<file path="src/rtl/core/fpd_pkg.sv">
// ----------------------------------------------------------------------------
// Packet deframer package
// Shared constants, codes and the command record passed from the parser
// to the replay engine.
// ----------------------------------------------------------------------------
package fpd_pkg;

  localparam int unsigned MAX_LEN = 32;
  localparam int unsigned IDX_W = $clog2(MAX_LEN);
  localparam int unsigned FILL_W = IDX_W + 1;
  localparam logic [7:0] START_RESET = 8'h99;

  localparam int unsigned FIFO_DEPTH = 4;
  localparam int unsigned FIFO_AW = $clog2(FIFO_DEPTH);
  localparam int unsigned FIFO_CW = $clog2(FIFO_DEPTH + 1);

  typedef enum logic [1:0] {
    KIND_DATA      = 2'd0,
    KIND_EMPTY     = 2'd1,
    KIND_CKSUM_ERR = 2'd2,
    KIND_TOO_LONG  = 2'd3
  } kind_e;

  typedef enum logic [1:0] {
    OP_WRITE  = 2'd0,
    OP_EMIT   = 2'd1,
    OP_REPLAY = 2'd2
  } op_e;

  typedef struct packed {
    op_e              op;
    kind_e            kind;
    logic [7:0]       id;
    logic [IDX_W-1:0] idx;
    logic [7:0]       data;
    logic [7:0]       len;
    logic [7:0]       fail;
  } cmd_t;

endpackage

</file>
<file path="src/rtl/core/fpd_front.sv">
// ----------------------------------------------------------------------------
// Packet deframer parser
// Hunts for the start byte, tracks the running sums and turns each received
// byte into at most one command for the replay engine.
// ----------------------------------------------------------------------------
module fpd_front import fpd_pkg::*; (
  input  logic       clk_i,
  input  logic       rst_ni,
  input  logic       cfg_we_i,
  input  logic [7:0] cfg_data_i,
  input  logic       push,
  input  logic [7:0] rx_byte_i,
  input  logic       cmd_full_i,
  output logic       cmd_push_o,
  output cmd_t       cmd_o
);

  typedef enum logic [2:0] {
    PH_HUNT,
    PH_LEN,
    PH_ID,
    PH_DATA,
    PH_CK1,
    PH_CK2
  } phase_e;

  phase_e             phase_q, phase_d;
  logic [7:0]         start_q;
  logic [7:0]         sum_a_q, sum_a_d;
  logic [7:0]         sum_b_q, sum_b_d;
  logic [7:0]         id_q, id_d;
  logic [7:0]         len_q, len_d;
  logic [FILL_W-1:0]  fill_q, fill_d;
  logic [7:0]         fail_q, fail_d;
  logic [7:0]         sum_a_add;
  logic [7:0]         expect_sum;
  logic               accept;

  assign accept = push && !cmd_full_i;
  assign sum_a_add = sum_a_q + rx_byte_i;
  assign expect_sum = (phase_q == PH_CK1) ? sum_a_q : sum_b_q;

  always_comb begin
    phase_d = phase_q;
    sum_a_d = sum_a_q;
    sum_b_d = sum_b_q;
    id_d = id_q;
    len_d = len_q;
    fill_d = fill_q;
    fail_d = fail_q;
    cmd_push_o = 1'b0;
    cmd_o = '0;
    cmd_o.fail = fail_q;
    if (accept) begin
      case (phase_q)
        PH_HUNT: begin
          if (rx_byte_i == start_q) begin
            phase_d = PH_LEN;
          end
        end
        PH_LEN: begin
          len_d = rx_byte_i;
          id_d = '0;
          if (rx_byte_i > 8'(MAX_LEN)) begin
            cmd_push_o = 1'b1;
            cmd_o.op = OP_EMIT;
            cmd_o.kind = KIND_TOO_LONG;
            cmd_o.len = rx_byte_i;
            phase_d = PH_HUNT;
          end else begin
            sum_a_d = rx_byte_i;
            sum_b_d = rx_byte_i;
            phase_d = PH_ID;
          end
        end
        PH_ID: begin
          id_d = rx_byte_i;
          sum_a_d = sum_a_add;
          sum_b_d = sum_b_q + sum_a_add;
          fill_d = '0;
          phase_d = (len_q == 8'd0) ? PH_CK1 : PH_DATA;
        end
        PH_DATA: begin
          cmd_push_o = 1'b1;
          cmd_o.op = OP_WRITE;
          cmd_o.idx = fill_q[IDX_W-1:0];
          cmd_o.data = rx_byte_i;
          fill_d = fill_q + 1'b1;
          sum_a_d = sum_a_add;
          sum_b_d = sum_b_q + sum_a_add;
          if (8'(fill_d) >= len_q) begin
            phase_d = PH_CK1;
          end
        end
        PH_CK1, PH_CK2: begin
          if (rx_byte_i != expect_sum) begin
            fail_d = fail_q + 8'd1;
            cmd_push_o = 1'b1;
            cmd_o.op = OP_EMIT;
            cmd_o.kind = KIND_CKSUM_ERR;
            cmd_o.id = id_q;
            cmd_o.len = len_q;
            cmd_o.fail = fail_d;
            phase_d = PH_HUNT;
          end else if (phase_q == PH_CK1) begin
            phase_d = PH_CK2;
          end else begin
            phase_d = PH_HUNT;
            cmd_push_o = 1'b1;
            cmd_o.id = id_q;
            cmd_o.len = len_q;
            if (len_q == 8'd0) begin
              cmd_o.op = OP_EMIT;
              cmd_o.kind = KIND_EMPTY;
            end else begin
              cmd_o.op = OP_REPLAY;
              cmd_o.kind = KIND_DATA;
            end
          end
        end
        default: begin
          phase_d = PH_HUNT;
        end
      endcase
    end
  end

  always_ff @(posedge clk_i or negedge rst_ni) begin
    if (!rst_ni) begin
      phase_q <= PH_HUNT;
      start_q <= START_RESET;
      sum_a_q <= '0;
      sum_b_q <= '0;
      id_q <= '0;
      len_q <= '0;
      fill_q <= '0;
      fail_q <= '0;
    end else begin
      phase_q <= phase_d;
      sum_a_q <= sum_a_d;
      sum_b_q <= sum_b_d;
      id_q <= id_d;
      len_q <= len_d;
      fill_q <= fill_d;
      fail_q <= fail_d;
      if (cfg_we_i) begin
        start_q <= cfg_data_i;
      end
    end
  end

  // A payload byte is only stored while its slot lies inside the packet.
  a_fill_in_packet: assert property (@(posedge clk_i) disable iff (!rst_ni)
    (phase_q == PH_DATA) |-> (8'(fill_q) < len_q && len_q <= 8'(MAX_LEN)))
    else $error("payload slot outside packet");

endmodule

</file>
<file path="src/rtl/core/fpd_cmd_fifo.sv">
// ----------------------------------------------------------------------------
// Packet deframer command queue
// Short first-in first-out queue that decouples the parser from the
// replay engine.
// ----------------------------------------------------------------------------
module fpd_cmd_fifo import fpd_pkg::*; (
  input  logic clk_i,
  input  logic rst_ni,
  input  logic push_i,
  input  cmd_t wdata_i,
  input  logic pop_i,
  output cmd_t rdata_o,
  output logic full_o,
  output logic empty_o
);

  cmd_t                 mem_q [FIFO_DEPTH];
  logic [FIFO_AW-1:0]   wr_ptr_q;
  logic [FIFO_AW-1:0]   rd_ptr_q;
  logic [FIFO_CW-1:0]   count_q;

  assign full_o = (count_q == FIFO_CW'(FIFO_DEPTH));
  assign empty_o = (count_q == '0);
  assign rdata_o = mem_q[rd_ptr_q];

  always_ff @(posedge clk_i) begin
    if (push_i && !full_o) begin
      mem_q[wr_ptr_q] <= wdata_i;
    end
  end

  always_ff @(posedge clk_i or negedge rst_ni) begin
    if (!rst_ni) begin
      wr_ptr_q <= '0;
      rd_ptr_q <= '0;
      count_q <= '0;
    end else begin
      if (push_i && !full_o) begin
        wr_ptr_q <= wr_ptr_q + 1'b1;
      end
      if (pop_i && !empty_o) begin
        rd_ptr_q <= rd_ptr_q + 1'b1;
      end
      if ((push_i && !full_o) && !(pop_i && !empty_o)) begin
        count_q <= count_q + 1'b1;
      end else if (!(push_i && !full_o) && (pop_i && !empty_o)) begin
        count_q <= count_q - 1'b1;
      end
    end
  end

  a_no_overflow: assert property (@(posedge clk_i) disable iff (!rst_ni)
    !(push_i && full_o))
    else $error("command pushed into full queue");

  a_no_underflow: assert property (@(posedge clk_i) disable iff (!rst_ni)
    !(pop_i && empty_o))
    else $error("command popped from empty queue");

endmodule

</file>
<file path="src/rtl/core/fpd_back.sv">
// ----------------------------------------------------------------------------
// Packet deframer replay engine
// Holds the payload store, executes queued commands and drives the result
// register.
// ----------------------------------------------------------------------------
module fpd_back import fpd_pkg::*; (
  input  logic             clk_i,
  input  logic             rst_ni,
  input  logic             cmd_valid_i,
  input  cmd_t             cmd_i,
  output logic             cmd_pop_o,
  input  logic             pop,
  output logic             out_valid_o,
  output logic [1:0]       kind_o,
  output logic [7:0]       packet_id_o,
  output logic [IDX_W-1:0] byte_index_o,
  output logic [7:0]       data_byte_o,
  output logic [7:0]       packet_length_o,
  output logic             is_last_o,
  output logic [7:0]       fail_count_o
);

  typedef enum logic [1:0] {
    B_IDLE,
    B_READ,
    B_SEND
  } bstate_e;

  bstate_e          state_q;
  logic [7:0]       store [MAX_LEN];
  logic [7:0]       rd_q;
  logic [IDX_W-1:0] idx_q;
  logic [7:0]       id_q;
  logic [7:0]       len_q;
  logic [7:0]       fail_q;
  logic             out_valid_q;
  logic             out_free;
  logic             out_load;
  logic             rep_last;

  assign out_free = !out_valid_q || pop;
  assign out_load = out_free &&
                    (((state_q == B_IDLE) && cmd_valid_i && (cmd_i.op == OP_EMIT)) ||
                     (state_q == B_SEND));
  assign rep_last = (8'(idx_q) == len_q - 8'd1);
  assign cmd_pop_o = (state_q == B_IDLE) && cmd_valid_i &&
                     ((cmd_i.op != OP_EMIT) || out_free);
  assign out_valid_o = out_valid_q;

  always_ff @(posedge clk_i) begin
    if (state_q == B_IDLE && cmd_valid_i && cmd_i.op == OP_WRITE) begin
      store[cmd_i.idx] <= cmd_i.data;
    end
    if (state_q == B_READ) begin
      rd_q <= store[idx_q];
    end
  end

  always_ff @(posedge clk_i or negedge rst_ni) begin
    if (!rst_ni) begin
      state_q <= B_IDLE;
      out_valid_q <= 1'b0;
      idx_q <= '0;
      id_q <= '0;
      len_q <= '0;
      fail_q <= '0;
      kind_o <= '0;
      packet_id_o <= '0;
      byte_index_o <= '0;
      data_byte_o <= '0;
      packet_length_o <= '0;
      is_last_o <= 1'b0;
      fail_count_o <= '0;
    end else begin
      if (out_load) begin
        out_valid_q <= 1'b1;
      end else if (pop) begin
        out_valid_q <= 1'b0;
      end
      case (state_q)
        B_IDLE: begin
          if (cmd_valid_i) begin
            case (cmd_i.op)
              OP_EMIT: begin
                if (out_free) begin
                  kind_o <= cmd_i.kind;
                  packet_id_o <= cmd_i.id;
                  byte_index_o <= '0;
                  data_byte_o <= '0;
                  packet_length_o <= cmd_i.len;
                  is_last_o <= 1'b1;
                  fail_count_o <= cmd_i.fail;
                end
              end
              OP_REPLAY: begin
                idx_q <= '0;
                id_q <= cmd_i.id;
                len_q <= cmd_i.len;
                fail_q <= cmd_i.fail;
                state_q <= B_READ;
              end
              default: begin
              end
            endcase
          end
        end
        B_READ: begin
          state_q <= B_SEND;
        end
        B_SEND: begin
          if (out_free) begin
            kind_o <= KIND_DATA;
            packet_id_o <= id_q;
            byte_index_o <= idx_q;
            data_byte_o <= rd_q;
            packet_length_o <= len_q;
            is_last_o <= rep_last;
            fail_count_o <= fail_q;
            if (rep_last) begin
              state_q <= B_IDLE;
            end else begin
              idx_q <= idx_q + 1'b1;
              state_q <= B_READ;
            end
          end
        end
        default: begin
          state_q <= B_IDLE;
        end
      endcase
    end
  end

  // Replay never runs past the packet length.
  a_replay_in_range: assert property (@(posedge clk_i) disable iff (!rst_ni)
    (state_q == B_SEND) |-> (8'(idx_q) < len_q))
    else $error("replay index beyond packet length");

endmodule

</file>
<file path="src/rtl/core/fletcher_packet_deframer.sv">
// ----------------------------------------------------------------------------
// Fletcher packet deframer
// Byte-stream deframer with two running 8-bit checksums and payload replay.
// ----------------------------------------------------------------------------
// Received bytes enter on a queue-style port: a byte is taken on a clock
// edge where push is high and full is low. Results leave on a second
// queue-style port: while empty is low the oldest result is on the output
// ports, and it is taken on an edge where pop is high.
// The start byte register is written through cfg_we_i and cfg_data_i and
// resets to 0x99.
// Each byte yields at most one command into a four-entry queue. A single
// result (empty packet, checksum failure or oversize length) is written
// into the queue and reaches the output register once the replay engine is
// idle and the output register is free. The first payload byte of a good
// packet follows the second checksum byte through the queue, the store read
// register and the output register; the rest follow byte by byte, each set
// by a registered store read followed by the output register load.
// When the receiver stalls, the replay engine holds, the command queue
// fills and full rises; bytes are then held off until space frees up.
// Reset returns the parser to hunting, empties the queue and clears the
// failure counter; the payload store needs no clearing.
// ----------------------------------------------------------------------------
module fletcher_packet_deframer import fpd_pkg::*; (
  input  logic       clk_i,
  input  logic       rst_ni,
  input  logic       cfg_we_i,
  input  logic [7:0] cfg_data_i,
  input  logic       push,
  output logic       full,
  input  logic [7:0] rx_byte_i,
  output logic       empty,
  input  logic       pop,
  output logic [1:0] kind_o,
  output logic [7:0] packet_id_o,
  output logic [4:0] byte_index_o,
  output logic [7:0] data_byte_o,
  output logic [7:0] packet_length_o,
  output logic       is_last_o,
  output logic [7:0] fail_count_o
);

  logic cmd_push;
  cmd_t cmd_in;
  cmd_t cmd_out;
  logic cmd_full;
  logic cmd_empty;
  logic cmd_pop;
  logic out_valid;

  assign full = cmd_full;
  assign empty = !out_valid;

  fpd_front u_front (
    .clk_i      (clk_i),
    .rst_ni     (rst_ni),
    .cfg_we_i   (cfg_we_i),
    .cfg_data_i (cfg_data_i),
    .push       (push),
    .rx_byte_i  (rx_byte_i),
    .cmd_full_i (cmd_full),
    .cmd_push_o (cmd_push),
    .cmd_o      (cmd_in)
  );

  fpd_cmd_fifo u_fifo (
    .clk_i   (clk_i),
    .rst_ni  (rst_ni),
    .push_i  (cmd_push),
    .wdata_i (cmd_in),
    .pop_i   (cmd_pop),
    .rdata_o (cmd_out),
    .full_o  (cmd_full),
    .empty_o (cmd_empty)
  );

  fpd_back u_back (
    .clk_i           (clk_i),
    .rst_ni          (rst_ni),
    .cmd_valid_i     (!cmd_empty),
    .cmd_i           (cmd_out),
    .cmd_pop_o       (cmd_pop),
    .pop             (pop),
    .out_valid_o     (out_valid),
    .kind_o          (kind_o),
    .packet_id_o     (packet_id_o),
    .byte_index_o    (byte_index_o),
    .data_byte_o     (data_byte_o),
    .packet_length_o (packet_length_o),
    .is_last_o       (is_last_o),
    .fail_count_o    (fail_count_o)
  );

endmodule
</file>
<file path="config.mk">
export PLATFORM = sky130hd
export DESIGN_NAME = fletcher_packet_deframer
export DESIGN_NICKNAME = d
export VERILOG_FILES = /design/src/rtl/core/fpd_pkg.sv /design/src/rtl/core/fpd_front.sv /design/src/rtl/core/fpd_cmd_fifo.sv /design/src/rtl/core/fpd_back.sv /design/src/rtl/core/fletcher_packet_deframer.sv
export SDC_FILE = /design/constraint.sdc
export NUM_CORES = 1
export LEC_CHECK = 0
export CAP_MARGIN = 0
export CORE_MARGIN = 5
export CORE_UTILIZATION = 58
export DETAILED_ROUTE_END_ITERATION = 8
export DONT_BUFFER_PORTS = 1
export PLACE_DENSITY = 0.74
export SLEW_MARGIN = 20
export SYNTH_ARGS = -nofsm -noshare
export SYNTH_HDL_FRONTEND = slang
export SYNTH_SLANG_ARGS = --single-unit
</file>
<file path="constraint.sdc">
create_clock -name clk_i -period 11.54 [get_ports clk_i]
set_input_delay 1.154 -clock clk_i [delete_from_list [all_inputs] [get_ports clk_i]]
set_output_delay 1.154 -clock clk_i [all_outputs]
set_load 0.1 [all_outputs]
</file>
==> results.toml <==
[place]
port_buffers = 0
gp_congestion = 0.857
placed_cells = 1934
dp_hpwl_um = 30100

[setup_path]
endpoint = "u_fifo.count_q[1]"
r2r_end = "u_fifo.count_q[1]"
required_ns = 12.01
critical_path_class = "reg2reg"
cp_max_fo = 19
r2r-start = "u_front.phase_q[0]"
arrival_ns = 4.55
start_kind = "flip-flop"
cp-end-kind = "flip-flop"
worstSetupStartpoint = "u_front.phase_q[0]"
reg2regPathDepth = 11
r2r_setup_slack_ns = 7.47

[finish]
fin_cells = 2037
diodes = 0
nets = 1512
drive_gt1_share_pct = 17.8
multi_input_area_um2 = 7050
ff_latch_area_um2 = 16300
synthToLayoutAreaGrowth_pct = 9.98
n_fill_cell = 2685

[routing]
drc = 0
via_per_inst = 6.28
wire_per_inst_um = 24.4
postRouteAntennaNets = 0
drtIter0Drc = 1267
totalWireLength_um = 49600
vias = 12795
detail_route.first_pass.iterations = 6

[floorplanning]
start_util_pct = 58.3
die_x_um = 212
boundaryPins = 63
die_h_um = 212
die_area_um2 = 45000
core_area_um2 = 40600
core.rowCount = 74

[flow_run]
maxCapViolCount = 0

[clocking]
cts_buffers = 55
cts.path.max_buffers = 3
numClockSinks = 564
ctsResizeCount = 0
clkTransAtPathRegs_ns = 0.06
cts_max_level = 2
hold_buffers = 0
root_buffer = "clkbuf_16"
post_cts_buffers = 0
cts_tree = "built"
clock_latency_ns = 0.60

[logic_synthesis]
avgSynthCellArea_um2 = 16.1
synth.most_common_cell = "edfxtp_1"
synth_top_area_share_pct = 54.2
ys_warn_count = 0
netlist_area_um2 = 23700
synth.top_cells.by_count = "428 x edfxtp_1, 168 x nand2_1, 132 x dfrtp_1"
yosysSeqAreaShare_pct = 68.6
synthCells = 1467
synth_ff_type = "edfxtp_1"
yosys.area.top_type = "edfxtp_1"
synth_seq_cells = 564
synth_cell_types = 74
async_reset_ff_share_pct = 24.1
syn-num-nets = 1520
synth_edf_count = 428
synth_area_leaders = "edfxtp_1 54%, dfrtp_1 14%, mux4_2 12%"

[sta]
skew_ns = 0.0276
rsz0062_at_grt = "false"
hold_viol = 0
finalSetupViolCount = 0
maxSlewViolCount = 0
clock.fmax_ghz = 0.245
tns_ns = 0
holdWs_ns = 0.247
tightest_slew_ns = 1.09
min_period_ns = 4.07
min_period_over_period_pct = 35.3
relSlewSlack_pct = 27.6

[global_routing]
grt_util_met2_pct = 33.8
antenna_found_initial = 3
grt_pass1_vias = 12905
grt_max_degree = 137
grt_pass1_wl_um = 77300
met1_usage_pct = 33.8
track_usage_pct = 22.5
grt-ovfl-total = 0
met3_usage_pct = 5.42
grt_busiest_layer = "met1"

[power_and_ir_drop]
power_density_nw_per_um2 = 271
leakage_nw = 9.36
ir_worst_vdd_v = 0.000170

[worst_hold_path]
hp-class = "in2async"

[outcome]
status = "finished clean"
-- worst max-delay path: stages (launching register included) --
cell and delay [ns]:
dfrtp_1 0.57, nor3b_1 0.67, buf_4 0.28, mux2i_1 0.19, o221ai_1 0.17, or3_1 0.53
o21ai_2 0.46, a21boi_1 0.12, ha_1 0.23, inv_1 0.08, fa_1 0.38, mux2_2 0.27
-- through the flow --
stage               instance area (um2)  power (W)  setup slack, ns  util (%)
global route                      26100    0.00742             7.12      64.1
CTS                               26000    0.00711             7.47      64.1
global placement                  24200    0.00523             7.46      59.6
finish                            26100    0.00706             7.47      64.1
detailed placement                24200    0.00529             7.40      59.6
floorplan                         23700    0.00475             6.93         -
-- registers in the layout, summed over array words and instances, names as in the netlist, 3 cells and up --
name,flops
u_back.store,256
u_fifo.mem_q,164
u_back.data_byte_o,8
u_back.fail_count_o,8
u_back.fail_q,8
u_back.id_q,8
u_back.len_q,8
u_back.packet_id_o,8
u_back.packet_length_o,8
u_back.rd_q,8
u_front.fail_q,8
u_front.id_q,8
u_front.len_q,8
u_front.start_q,8
u_front.sum_a_q,8
u_front.sum_b_q,8
u_front.fill_q,6
u_back.byte_index_o,5
u_back.idx_q,5
u_fifo.count_q,3
u_front.phase_q,3
-- kinds of logic after synthesis --
| kind of cell | Yosys count | synth area share (%) |
|---|---|---|
| DFF | 564 | 68.6 |
| and+or+nand+nor | 358 | 6.94 |
| AOI/OAI and AO/OA | 189 | 5.39 |
| muxes | 173 | 13.8 |
| buffers and inverters | 110 | 1.92 |
| xor gates and xnor gates | 41 | 1.52 |
| adders and majority gates | 32 | 1.79 |
-- report_power, final --
part	internal [W]	leakage [nW]	switching, W
registers	0.00264	5.69	0.000690
clock network	0.00106	0.895	0.000737
logic	0.000783	2.78	0.00116
-- how the worst min path moves through the flow --
stage | end | startpoint | slack (ns)
floorplan | u_back.data_byte_o[7] | u_back.rd_q[7] | 0.44
global placement | u_back.data_byte_o[1] | u_back.rd_q[1] | 0.45
detailed placement | u_back.data_byte_o[5] | u_back.rd_q[5] | 0.45
CTS | u_back.packet_length_o[2] | rst_ni | 0.22
global route | u_back.fail_count_o[4] | rst_ni | 0.22
finish | u_back.fail_count_o[4] | rst_ni | 0.25
-- placed cells by master, fill, tap and decap left out, types with 25 or more instances in the layout --
cell type,netlist,final
mux4_2,121,121
mux2i_1,31,31
o21ai_0,60,60
clkbuf_16,0,56
edfxtp_1,428,428
dfrtp_1,132,128
nand2_1,168,168
inv_1,31,31
a22o_1,26,26
ha_1,29,29
xnor2_1,25,25
nor2_1,76,76
-- final cells by class --
class	instances	area share (%)
well taps	532	2.55
flip-flops and latches	564	62.4
clock buffers	76	5.82
inverters	31	0.447
repair buffers	14	0.480
multi-input cells	793	27.1
clock inverters	27	1.21
-- layer usage --
metal	share of wire [%]	wire, um
met1	42	20700
met2	47	23400
met3	8.9	4430
met4	2.2	1090
met5	0.054	27
Power figures use the tool's default switching activity.
